`src/design/pva_pkg.sv`:
```
package pva_pkg;

  localparam int NOTE_W  = 7;
  localparam int VEL_W   = 7;
  localparam int VOICE_W = 4;

  localparam logic OP_NOTE_OFF = 1'b0;
  localparam logic OP_NOTE_ON  = 1'b1;

  typedef struct packed {
    logic               event_start;
    logic [VOICE_W-1:0] voice;
    logic               found;
    logic               stolen;
    logic [NOTE_W-1:0]  note_out;
    logic [VEL_W-1:0]   velocity_out;
  } result_t;

endpackage

```
`src/design/pva_if.sv`:
```
interface pva_evt_if;
  logic                        valid;
  logic                        ready;
  logic                        op;
  logic [pva_pkg::NOTE_W-1:0]  note;
  logic [pva_pkg::VEL_W-1:0]   velocity;

  modport source (output valid, op, note, velocity, input ready);
  modport sink (input valid, op, note, velocity, output ready);
endinterface

interface pva_res_if;
  logic                        valid;
  logic                        ready;
  logic                        event_start;
  logic [pva_pkg::VOICE_W-1:0] voice;
  logic                        found;
  logic                        stolen;
  logic [pva_pkg::NOTE_W-1:0]  note_out;
  logic [pva_pkg::VEL_W-1:0]   velocity_out;

  modport source (output valid, event_start, voice, found, stolen, note_out, velocity_out,
                  input ready);
  modport sink (input valid, event_start, voice, found, stolen, note_out, velocity_out,
                output ready);
endinterface

```
`src/design/polyphonic_voice_allocator_core.sv`:
```
// Note on: ST_ON registers the result once the output is free, then returns to idle.
// Note off: the note store is scanned one voice per cycle through its read port; a hit moves to
// ST_OFF and a miss on the last voice to ST_MISS, where the result is registered once the output
// is free; the next beat is taken once the block is back in idle.
// One event is in flight at a time; a new beat is taken while the previous result waits.
// Synchronous reset clears the busy flags, list pointers and the written flags of the link
// memories; no clearing pass is needed.
module polyphonic_voice_allocator_core #(
  parameter int VOICES = 16
) (
  input logic      clk,
  input logic      rst,
  pva_evt_if.sink  events,
  pva_res_if.source results
);

  localparam int IW = (VOICES > 1) ? $clog2(VOICES) : 1;
  localparam int CW = $clog2(VOICES + 1);
  localparam logic [IW-1:0] LAST = IW'(VOICES - 1);
  localparam logic [CW-1:0] FULL = CW'(VOICES);

  localparam logic [2:0] ST_IDLE = 3'd0;
  localparam logic [2:0] ST_ON   = 3'd1;
  localparam logic [2:0] ST_SCAN = 3'd2;
  localparam logic [2:0] ST_OFF  = 3'd3;
  localparam logic [2:0] ST_MISS = 3'd4;

  logic [2:0] state, state_next;

  logic [VOICES-1:0] busy;
  logic [CW-1:0]     busy_count;
  logic [IW-1:0]     old_asg, young_asg, old_rel, young_rel;

  logic [IW-1:0]               v_r;
  logic                        steal_r;
  logic [pva_pkg::NOTE_W-1:0]  note_r;
  logic [pva_pkg::VEL_W-1:0]   vel_r;

  logic                        res_valid;
  pva_pkg::result_t            res_q;

  // Memories.
  logic [pva_pkg::NOTE_W-1:0] note_mem [VOICES];
  logic [IW-1:0]              an_mem [VOICES];
  logic [IW-1:0]              ap_mem [VOICES];
  logic [IW-1:0]              rn_mem [VOICES];
  logic [VOICES-1:0]          an_set, ap_set, rn_set;

  logic [IW-1:0]              nm_rd_addr, chk_idx;
  logic [pva_pkg::NOTE_W-1:0] nm_q;
  logic                       nm_we;

  logic          an_rd_en, ap_rd_en, rn_rd_en;
  logic [IW-1:0] an_rd_addr, ap_rd_addr, rn_rd_addr;
  logic [IW-1:0] an_q, ap_q, rn_q, rn_q_addr;
  logic          an_q_ok, ap_q_ok, rn_q_ok;
  logic [IW-1:0] an_val, ap_val, rn_val;

  logic          an_we, ap_we, rn_we;
  logic [IW-1:0] an_wa, ap_wa, rn_wa, an_wd, ap_wd, rn_wd;

  logic accept, out_free, full, hit;

  assign accept   = events.valid && events.ready;
  assign out_free = !res_valid || results.ready;
  assign full     = (busy_count == FULL);
  assign hit      = busy[chk_idx] && (nm_q == note_r);

  // Entries never written read as their reset contents.
  assign an_val = an_q_ok ? an_q : '0;
  assign ap_val = ap_q_ok ? ap_q : '0;
  assign rn_val = rn_q_ok ? rn_q : ((rn_q_addr == LAST) ? '0 : rn_q_addr + IW'(1));

  assign events.ready         = (state == ST_IDLE);
  assign results.valid        = res_valid;
  assign results.event_start  = res_q.event_start;
  assign results.voice        = res_q.voice;
  assign results.found        = res_q.found;
  assign results.stolen       = res_q.stolen;
  assign results.note_out     = res_q.note_out;
  assign results.velocity_out = res_q.velocity_out;

  always_comb begin
    state_next = state;
    nm_rd_addr = (state == ST_SCAN) ? chk_idx + IW'(1) : '0;
    nm_we      = 1'b0;
    an_rd_en   = 1'b0;
    an_rd_addr = old_asg;
    ap_rd_en   = 1'b0;
    ap_rd_addr = chk_idx;
    rn_rd_en   = 1'b0;
    rn_rd_addr = old_rel;
    an_we      = 1'b0;
    an_wa      = young_asg;
    an_wd      = v_r;
    ap_we      = 1'b0;
    ap_wa      = v_r;
    ap_wd      = young_asg;
    rn_we      = 1'b0;
    rn_wa      = young_rel;
    rn_wd      = v_r;
    unique case (state)
      ST_IDLE: begin
        if (accept) begin
          if (events.op == pva_pkg::OP_NOTE_ON) begin
            state_next = ST_ON;
            rn_rd_en   = !full;
            an_rd_en   = full;
          end else begin
            state_next = ST_SCAN;
          end
        end
      end
      ST_ON: begin
        if (out_free) begin
          state_next = ST_IDLE;
          nm_we      = 1'b1;
          ap_we      = 1'b1;
          an_we      = 1'b1;
        end
      end
      ST_SCAN: begin
        if (hit) begin
          state_next = ST_OFF;
          an_rd_en   = 1'b1;
          an_rd_addr = chk_idx;
          ap_rd_en   = 1'b1;
        end else if (chk_idx == LAST) begin
          state_next = ST_MISS;
        end
      end
      ST_OFF: begin
        if (out_free) begin
          state_next = ST_IDLE;
          rn_we      = 1'b1;
          // A voice in the middle of the age list is spliced out.
          if (old_asg != v_r && young_asg != v_r) begin
            an_we = 1'b1;
            an_wa = ap_val;
            an_wd = an_val;
            ap_we = 1'b1;
            ap_wa = an_val;
            ap_wd = ap_val;
          end
        end
      end
      ST_MISS: begin
        if (out_free) begin
          state_next = ST_IDLE;
        end
      end
      default: begin
        state_next = ST_IDLE;
      end
    endcase
  end

  // Note store: read every cycle to feed the scan.
  always_ff @(posedge clk) begin
    if (nm_we) begin
      note_mem[v_r] <= note_r;
    end
    nm_q    <= note_mem[nm_rd_addr];
    chk_idx <= nm_rd_addr;
  end

  // Link memories.
  always_ff @(posedge clk) begin
    if (an_we) begin
      an_mem[an_wa] <= an_wd;
    end
    if (ap_we) begin
      ap_mem[ap_wa] <= ap_wd;
    end
    if (rn_we) begin
      rn_mem[rn_wa] <= rn_wd;
    end
    if (an_rd_en) begin
      an_q <= an_mem[an_rd_addr];
    end
    if (ap_rd_en) begin
      ap_q <= ap_mem[ap_rd_addr];
    end
    if (rn_rd_en) begin
      rn_q      <= rn_mem[rn_rd_addr];
      rn_q_addr <= rn_rd_addr;
    end
  end

  always_ff @(posedge clk) begin
    if (rst) begin
      an_set  <= '0;
      ap_set  <= '0;
      rn_set  <= '0;
      an_q_ok <= 1'b0;
      ap_q_ok <= 1'b0;
      rn_q_ok <= 1'b0;
    end else begin
      if (an_we) begin
        an_set[an_wa] <= 1'b1;
      end
      if (ap_we) begin
        ap_set[ap_wa] <= 1'b1;
      end
      if (rn_we) begin
        rn_set[rn_wa] <= 1'b1;
      end
      if (an_rd_en) begin
        an_q_ok <= an_set[an_rd_addr];
      end
      if (ap_rd_en) begin
        ap_q_ok <= ap_set[ap_rd_addr];
      end
      if (rn_rd_en) begin
        rn_q_ok <= rn_set[rn_rd_addr];
      end
    end
  end

  // Event registers.
  always_ff @(posedge clk) begin
    if (accept) begin
      note_r  <= events.note;
      vel_r   <= events.velocity;
      steal_r <= full;
      v_r     <= full ? old_asg : old_rel;
    end else if (state == ST_SCAN && hit) begin
      v_r <= chk_idx;
    end
  end

  always_ff @(posedge clk) begin
    if (rst) begin
      state      <= ST_IDLE;
      busy       <= '0;
      busy_count <= '0;
      old_asg    <= '0;
      young_asg  <= '0;
      old_rel    <= '0;
      young_rel  <= LAST;
      res_valid  <= 1'b0;
    end else begin
      state <= state_next;
      if (out_free && (state == ST_ON || state == ST_OFF || state == ST_MISS)) begin
        res_valid <= 1'b1;
      end else if (results.ready) begin
        res_valid <= 1'b0;
      end
      unique case (state)
        ST_IDLE: begin
          // An empty age list restarts at the head of the released queue.
          if (accept && events.op == pva_pkg::OP_NOTE_ON && busy_count == '0) begin
            old_asg   <= old_rel;
            young_asg <= old_rel;
          end
        end
        ST_ON: begin
          if (out_free) begin
            if (steal_r) begin
              old_asg <= an_val;
            end else begin
              old_rel    <= rn_val;
              busy_count <= busy_count + CW'(1);
            end
            young_asg  <= v_r;
            busy[v_r]  <= 1'b1;
          end
        end
        ST_OFF: begin
          if (out_free) begin
            young_rel <= v_r;
            if (full) begin
              old_rel <= v_r;
            end
            if (busy_count != '0) begin
              busy_count <= busy_count - CW'(1);
            end
            if (old_asg == v_r) begin
              old_asg <= an_val;
            end else if (young_asg == v_r) begin
              young_asg <= ap_val;
            end
            busy[v_r] <= 1'b0;
          end
        end
        default: begin
        end
      endcase
    end
  end

  always_ff @(posedge clk) begin
    if (out_free) begin
      unique case (state)
        ST_ON: begin
          res_q.event_start  <= 1'b1;
          res_q.voice        <= pva_pkg::VOICE_W'(v_r);
          res_q.found        <= 1'b1;
          res_q.stolen       <= steal_r;
          res_q.note_out     <= note_r;
          res_q.velocity_out <= vel_r;
        end
        ST_OFF: begin
          res_q.event_start  <= 1'b0;
          res_q.voice        <= pva_pkg::VOICE_W'(v_r);
          res_q.found        <= 1'b1;
          res_q.stolen       <= 1'b0;
          res_q.note_out     <= note_r;
          res_q.velocity_out <= '0;
        end
        ST_MISS: begin
          res_q <= '0;
        end
        default: begin
        end
      endcase
    end
  end

  a_busy_count: assert property (@(posedge clk) disable iff (rst)
    busy_count == CW'($countones(busy)))
    else $error("busy count disagrees with busy flags");

  a_steal_full: assert property (@(posedge clk) disable iff (rst)
    (state == ST_ON && steal_r) |-> full)
    else $error("voice stolen while a voice was free");

  a_release_busy: assert property (@(posedge clk) disable iff (rst)
    (state == ST_OFF) |-> busy[v_r])
    else $error("released voice was not busy");

  a_on_marks_busy: assert property (@(posedge clk) disable iff (rst)
    (state == ST_ON && out_free) |=> busy[v_r])
    else $error("started voice not marked busy");

endmodule

```
`src/flat_wrapper.sv`:
```
// flat-port wrapper written by rule: the top's interface ports become plain ports
module polyphonic_voice_allocator_core_flat 
#(
  parameter int VOICES = 16
)
  (clk, rst, events_valid, events_op, events_note, events_velocity, events_ready, results_valid, results_event_start, results_voice, results_found, results_stolen, results_note_out, results_velocity_out, results_ready);
  pva_evt_if events_i ();
  pva_res_if results_i ();
  input logic clk;
  input logic rst;
  input wire logic [$bits(events_i.valid)-1:0] events_valid;
  input wire logic [$bits(events_i.op)-1:0] events_op;
  input wire logic [$bits(events_i.note)-1:0] events_note;
  input wire logic [$bits(events_i.velocity)-1:0] events_velocity;
  output wire logic [$bits(events_i.ready)-1:0] events_ready;
  output wire logic [$bits(results_i.valid)-1:0] results_valid;
  output wire logic [$bits(results_i.event_start)-1:0] results_event_start;
  output wire logic [$bits(results_i.voice)-1:0] results_voice;
  output wire logic [$bits(results_i.found)-1:0] results_found;
  output wire logic [$bits(results_i.stolen)-1:0] results_stolen;
  output wire logic [$bits(results_i.note_out)-1:0] results_note_out;
  output wire logic [$bits(results_i.velocity_out)-1:0] results_velocity_out;
  input wire logic [$bits(results_i.ready)-1:0] results_ready;
  assign events_i.valid = events_valid;
  assign events_i.op = events_op;
  assign events_i.note = events_note;
  assign events_i.velocity = events_velocity;
  assign events_ready = events_i.ready;
  assign results_valid = results_i.valid;
  assign results_event_start = results_i.event_start;
  assign results_voice = results_i.voice;
  assign results_found = results_i.found;
  assign results_stolen = results_i.stolen;
  assign results_note_out = results_i.note_out;
  assign results_velocity_out = results_i.velocity_out;
  assign results_i.ready = results_ready;
  polyphonic_voice_allocator_core #(.VOICES(VOICES)) u_core (.clk(clk), .rst(rst), .events(events_i), .results(results_i));
endmodule
```
`config.mk`:
```
export PLATFORM = sky130hd
export DESIGN_NAME = polyphonic_voice_allocator_core_flat
export DESIGN_NICKNAME = d
export VERILOG_FILES = /design/src/design/pva_pkg.sv /design/src/design/pva_if.sv /design/src/design/polyphonic_voice_allocator_core.sv /design/src/flat_wrapper.sv
export SDC_FILE = /design/constraint.sdc
export NUM_CORES = 1
export LEC_CHECK = 0
export BUFFER_PORTS_ARGS = -buffer_cell sky130_fd_sc_hd__buf_2
export CAP_MARGIN = 40
export CORE_ASPECT_RATIO = 0.7
export CORE_MARGIN = 1
export CORE_UTILIZATION = 34
export CTS_CLUSTER_DIAMETER = 150
export DETAILED_ROUTE_END_ITERATION = 12
export GPL_ROUTABILITY_DRIVEN = 0
export SYNTH_ARGS = -nofsm -noshare
export SYNTH_HDL_FRONTEND = slang
export SYNTH_SLANG_ARGS = --single-unit
```
`constraint.sdc`:
```
create_clock -name clk -period 3.2 [get_ports clk]
set_input_delay 0.32 -clock clk [delete_from_list [all_inputs] [get_ports clk]]
set_output_delay 0.32 -clock clk [all_outputs]
set_load 0.01 [all_outputs]
```
* Word-level counts from Yosys, hierarchy flattened
Memories as Yosys holds them, arrays and structs flattened. A register that Yosys moved wholly into a read port is not among the register bits.
Index checks and enable logic that the tools add are counted.
Widths: inputs -> output; s select.
** Storage, ports and cells
- Input bits :: 19
- Bits in registers :: 140
- Output and inout bits :: 23
- Memory bits (writable) :: 304
- Memories kept :: 4
- Logic and storage cells :: 194
** Memories
- u_core.note_mem :: depth 16, width 7, read ports 1, clocked after Yosys merged registers in 1, wr ports 1, line polyphonic_voice_allocator_core.sv:43 : logic [pva_pkg::NOTE_W-1:0] note_mem [VOICES];
- u_core.an_mem :: depth 16, width 4, read ports 1, clocked after Yosys merged registers in 1, wr ports 1, line polyphonic_voice_allocator_core.sv:44 : logic [IW-1:0] an_mem [VOICES];
- u_core.ap_mem :: depth 16, width 4, read ports 1, clocked after Yosys merged registers in 1, wr ports 1, line polyphonic_voice_allocator_core.sv:45 : logic [IW-1:0] ap_mem [VOICES];
- u_core.rn_mem :: depth 16, width 4, read ports 1, clocked after Yosys merged registers in 1, wr ports 1, line polyphonic_voice_allocator_core.sv:46 : logic [IW-1:0] rn_mem [VOICES];
** Operators by class
- Multiplexer cells :: 85
- Bitwise operators :: 6
- Equality and inequality tests :: 25
- Add/subtract/negate cells :: 4
- Reductions and logical operators :: 33
- $lt $le $gt $ge :: 11
** Operators with widths (count)
- $mux 4 :: 29
- $or 16x16->16 :: 4
- $pmux 21 s3 :: 1
- $lt 4x5->1 const B :: 7
- $mux 16 :: 2
- $pmux 16 s2 :: 1
- $mux 1 :: 28
- $pmux 4 s3 :: 2
- $mux 5 :: 4
- $and 16x16->16 :: 1
- $bmux 1 s4 :: 4
- $demux 1 s4 :: 4
- $ge 4x1->1 const B :: 4
- $not 16->16 :: 1
- $ne 2x2->1 const B :: 7
- $mux 3 :: 4
- $reduce_and 6->1 :: 2
- $logic_and 1x1->1 :: 11
- $ne 2x1->1 const B :: 5
- $pmux 5 s2 :: 1
- $reduce_and 5->1 :: 2
- $pmux 3 s3 :: 1
- $add 4x1->4 const B :: 2
- $eq 4x4->1 :: 2
- other kinds (23) :: 35

* Logic depth before layout (Yosys ltp)
- Word-level depth :: 10
- Depth in mapped cells :: 12
- Gate-level depth less buffers :: 10

* Worst setup path before layout
Ideal clock, no wire load.
- Path type :: register to register
- From :: register u_core.v_r[3] (netlist: u_core.rn_wd[3])
- To :: memory u_core.an_mem[1][0] in the netlist's numbering (enable)
- Path buffers :: 2
- Cell stages (with the launch flop) :: 10
- Library setup time :: 337 ps
- Data required time :: 2863 ps
- Arrival time :: 2802 ps
- Path slack :: 61 ps
- Cell sequence :: edfxtp_1 > clkbuf_1 > xor2_1 > nor4_1 > nand2b_1 > or3_1 > buf_2 > o21ai_1 > nand3_1 > nor2_1
** RTL lines
- start, declared :: line polyphonic_voice_allocator_core.sv:34 : logic [IW-1:0] v_r;
- start signal, assigned :: line polyphonic_voice_allocator_core.sv:226 : v_r <= full ? old_asg : old_rel;
- start signal, assigned :: line polyphonic_voice_allocator_core.sv:228 : v_r <= chk_idx;
- $ne 4x4->1 :: line polyphonic_voice_allocator_core.sv:137 : if (old_asg != v_r && young_asg != v_r) begin
- $logic_and 1x1->1 (*) :: line polyphonic_voice_allocator_core.sv:137
- $mux 4 (*) :: line polyphonic_voice_allocator_core.sv:137
- $mux 4 (*) :: line polyphonic_voice_allocator_core.sv:133 : if (out_free) begin
- $mux 4 (*) :: line polyphonic_voice_allocator_core.sv:102 : unique case (state)
- net u_core.an_wa[0] :: line polyphonic_voice_allocator_core.sv:60 : logic [IW-1:0] an_wa, ap_wa, rn_wa, an_wd, ap_wd, rn_wd;
- end, declared :: line polyphonic_voice_allocator_core.sv:44
The timed path passes the listed nets; every way through them passes the cells marked *.

* Worst setup path after layout
- From :: register u_core.chk_idx[0] (netlist: u_core.ap_rd_addr[0])
- To :: register u_core.an_q[0], read port of u_core.an_mem, data pin
** On the way
- Word-level cells in the longest chain between the ends :: 5
** Ends and longest elaborated chain
- start, declared :: line polyphonic_voice_allocator_core.sv:49 : logic [IW-1:0] nm_rd_addr, chk_idx;
- start signal, assigned :: line polyphonic_voice_allocator_core.sv:164 : chk_idx <= nm_rd_addr;
- $bmux 1 s4 :: line polyphonic_voice_allocator_core.sv:67 : assign hit = busy[chk_idx] && (nm_q == note_r);
- $mux 1 (not written as such) :: line polyphonic_voice_allocator_core.sv:67
- $logic_and 1x1->1 :: line polyphonic_voice_allocator_core.sv:67
- $mux 1 / $mux 4 (equally long branches) :: line polyphonic_voice_allocator_core.sv:123 : if (hit) begin
- $pmux 1 s2 / $mux 4 (equally long branches) :: line polyphonic_voice_allocator_core.sv:102
- end, declared :: line polyphonic_voice_allocator_core.sv:55 : logic [IW-1:0] an_q, ap_q, rn_q, rn_q_addr;
Several ways; a longest one is shown, not always the timed one. The select of a mux whose other input is x is not followed.
A chain may end at the register's enable or synchronous reset.

==> results.json <==
{
  "drtPass1Iterations": 5,
  "drc": 0,
  "pin_count": 42,
  "routed_via_density": 5.126,
  "fmax_mhz": 326.2,
  "utilization_pct": 40.95,
  "cp-end-kind": "flop",
  "yosys_warnings": 0,
  "rows": 71,
  "area_delta_synth_final_pct": 17.49,
  "min_to": "u_core.an_set[0]",
  "switching_share_pct": 30.97,
  "gr-total-overflow": 0,
  "fin_ws_ns": 0.1346,
  "crit_slowest_cell": "mux4_2",
  "antenna_found_initial": 1,
  "fin_worst_skew_ns": 0.02736,
  "synth-edff-count": 360,
  "numCtsBuffers": 45,
  "rrSetupSlack_ns": 0.13,
  "setup_violations": 0,
  "period_minus_slack_ns": 3.065,
  "pre_cts_ws_ns": -0.03731,
  "crit_required_ns": 3.49,
  "maxSlewHeadroom_pct": 45.21,
  "netlist_area_um2": 18950,
  "port_buffers": 41,
  "tightest_slew_ns": 0.8155,
  "pwr-share-clk_pct": 30.8,
  "cts_sinks": 463,
  "synth_cells": 1383,
  "cts.htree.levels": 2,
  "clk_pin_slew_ns": 0.07,
  "drive_gt1_share_pct": 19.49,
  "rr_worst_depth": 10,
  "cp-start-kind": "flop",
  "min_path_cells": 2,
  "core_area_um2": 54370,
  "fillers": 5062,
  "run_status": "finished, final reports clean",
  "slew_viol_final": 0,
  "fin_crit_sh_pct": 95.79,
  "p_int_uw": 12270,
  "hp-start": "rst",
  "drtIter0Drc": 1060,
  "maxCapViolCount": 0,
  "mappedNetlistNets": 1408,
  "cp_max_fo": 23,
  "synth-main-ff-cell": "edfxtp_1",
  "cts_root_buffer": "clkbuf_16",
  "critical_path.startpoint": "u_core.ap_rd_addr[0]",
  "syn_avg_cell_area_um2": 13.70,
  "synth-seq-cells": 463,
  "final_hold_viol_count": 0,
  "start_util_pct": 34.85,
  "cts_buffer_depth": 3,
  "crit_arrival_ns": 3.36,
  "setup_tns_ns": 0,
  "irDropWorstVdd_mv": 0.4455,
  "ys_seq_area_share_pct": 67.93,
  "p_switching_uw": 5506,
  "cp_cell_sequence": "mux4_2 > a2bb2oi_2 > a22oi_4 > nor3_4 > buf_4 > mux2i_4 > buf_12 > mux2_2 > o211ai_1 > nand3_1",
  "cts_tree": "yes",
  "power_frac_seq_pct": 42.9,
  "grt_max_degree": 59,
  "dp_hpwl_mm": 30.45,
  "grt_pass1_vias": 11221,
  "die_area_um2": 56690,
  "antenna_left": 0,
  "max_stage_delay_ns": 0.51,
  "wl_mm": 44.87,
  "die_h_um": 199.5,
  "grt_usage_pct": 15.74,
  "reg2reg_from": "u_core.ap_rd_addr[0]",
  "min_path_type": "in -> reg",
  "grt_pass1_wl_mm": 68.47,
  "timing.rr.end": "u_core.an_q[0]",
  "fin_hold_ws_ns": 0.04819,
  "dieWidth_um": 284.2,
  "crit_type": "reg -> reg",
  "wl_per_cell_um": 19.72,
  "synth-async-reset-ratio_pct": 0,
  "num_vias": 11661,
  "leakagePower_uw": 0.008032,
  "nets": 1532,
  "power.total_uw": 17780,
  "worstSkewPairLatency_ns": 0.57,
  "pwr-share-comb_pct": 26.3,
  "p_per_area_nw_per_um2": 798.5,
  "synth.distinct_cells": 62
}
power groups by stage:
stage,clock network [uW],registers (uW),logic (uW)
after floorplan,0,7800,2750
after global placement,0,7730,4490
after detailed placement,0,7750,4550
after CTS,5570,7620,4590
after global routing,5810,7670,5080
final,5480,7630,4670
per-stage QoR:
stage,cell area [um^2],std cells
2_1_floorplan,18950,1383
3_3_place_gp,20480,2172
3_5_place_dp,20480,2172
4_1_cts,22160,2272
5_1_grt,22260,2274
6_report,22260,2275
per-layer routing:
metal | wire [um] | track usage, % | up-vias
met5 | 0 | 0 | -
li1 | - | - | 5399
met2 | 17790 | 21.16 | 362
met1 | 23140 | 25.51 | 5847
met4 | 572 | 3.027 | 0
met3 | 3370 | 3.231 | 53
sequential cells by signal (all words and copies together) (netlist names), 5 cells and up, named ones only:
| signal | cells |
|---|---|
| u_core.busy_count | 5 |
| u_core.results.note_out | 7 |
| u_core.note_mem | 112 |
| u_core.vel_r | 7 |
| u_core.rn_mem | 64 |
| u_core.ap_set | 16 |
| u_core.results.velocity_out | 7 |
| u_core.ap_mem | 64 |
| u_core.an_set | 16 |
| u_core.note_r | 7 |
| u_core.rn_set | 16 |
| u_core.nm_q | 7 |
| u_core.an_mem | 64 |
cells by family after synthesis:
family                   count (synthesis)  share of synthesized area, %
AO/OA/AOI/OAI                          208                         7.383
adder cells (fa/ha/maj)                  6                        0.4358
flip-flops                             463                         67.93
AND/OR/NAND/NOR                        438                         10.44
multiplexers                           141                         10.53
XOR/XNOR                                22                         1.017
buffers and inverters                  105                         2.258
synthesized netlist by cell type, types with 4 or more instances:
master    count  share of area, %
edfxtp_1    360                57
nand2_1     153               3.0
nor2_1      152               3.0
dfxtp_1     103                11
mux2i_1      85               4.5
a21oi_1      64               1.7
clkbuf_1     51               1.0
o21ai_0      45               1.2
mux4_2       44               5.2
inv_1        32              0.63
and3_1       28              0.92
and2_1       25              0.83
a311oi_1     22               1.0
nor3_1       16              0.42
nor2b_1      13              0.43
or3_1        12              0.40
xor2_1       12              0.55
nand3_1      11              0.29
o21ba_2      11              0.58
a211oi_1     10              0.40
xnor2_1      10              0.46
buf_2         8              0.21
nand2b_1      8              0.26
a211o_1       7              0.32
buf_1         7              0.14
o221ai_1      7              0.32
a221oi_1      6              0.28
a31oi_1       6              0.20
mux2_2        6              0.36
o211ai_1      6              0.24
a22oi_1       5              0.20
ha_1          5              0.33
nor4_1        5              0.17
a32oi_1       4              0.18
how the worst max path moves through the flow:
stage | endpoint | cells after the start
global placement | u_core.an_q[2] | 10
floorplan | u_core.an_mem[1][0] | 9
global route | u_core.an_q[2] | 11
detailed placement | u_core.an_q[2] | 10
finish | u_core.an_q[0] | 10
CTS | u_core.an_q[2] | 11
critical path, delay by kind of cell (launching register included):
kind / cells / cell delay [ns]
compound gates: 3 / 0.73
buf+inv: 2 / 0.39
flops: 1 / 0.41
mux: 3 / 1.07
simple gates: 2 / 0.18
cell usage in the layout (no fill, tap or decap), drive strengths merged, types with 13 or more instances in the layout:
cell type    count
a21oi           64
nor2b           13
a311oi          22
nand2          153
clkinv          18
nor3            18
mux4            44
o21ai           47
nor2           152
dlygate4sd3     14
mux2i           89
and3            28
dfxtp          103
clkbuf          57
buf            133
inv             35
and2            25
edfxtp         360
repair_timing:
| action | 4_1_cts | 5_1_grt |
|---|---|---|
| hold buffers | 14 | 0 |
| endpoints found under the hold margin | 14 | 0 |
| gates cloned | 0 | 1 |
| resized for setup | 1 | 22 |
| pin swaps | 1 | 1 |
| setup buffers | 2 | 1 |
| setup endpoints to repair | 3 | 159 |
final cells by class:
cell class | instances | area (um^2) | area share [%]
clock buffer | 56 | 1189 | 5.339
multi-input combinational | 815 | 5737 | 25.77
timing repair buffer | 148 | 1089 | 4.890
antenna | 1 | 2.502 | 0.01124
inverter | 34 | 127.6 | 0.5733
clock inverter | 28 | 327.8 | 1.473
tap | 730 | 913.4 | 4.103
sequential | 463 | 12880 | 57.84
(Power assumes the default switching activity.)
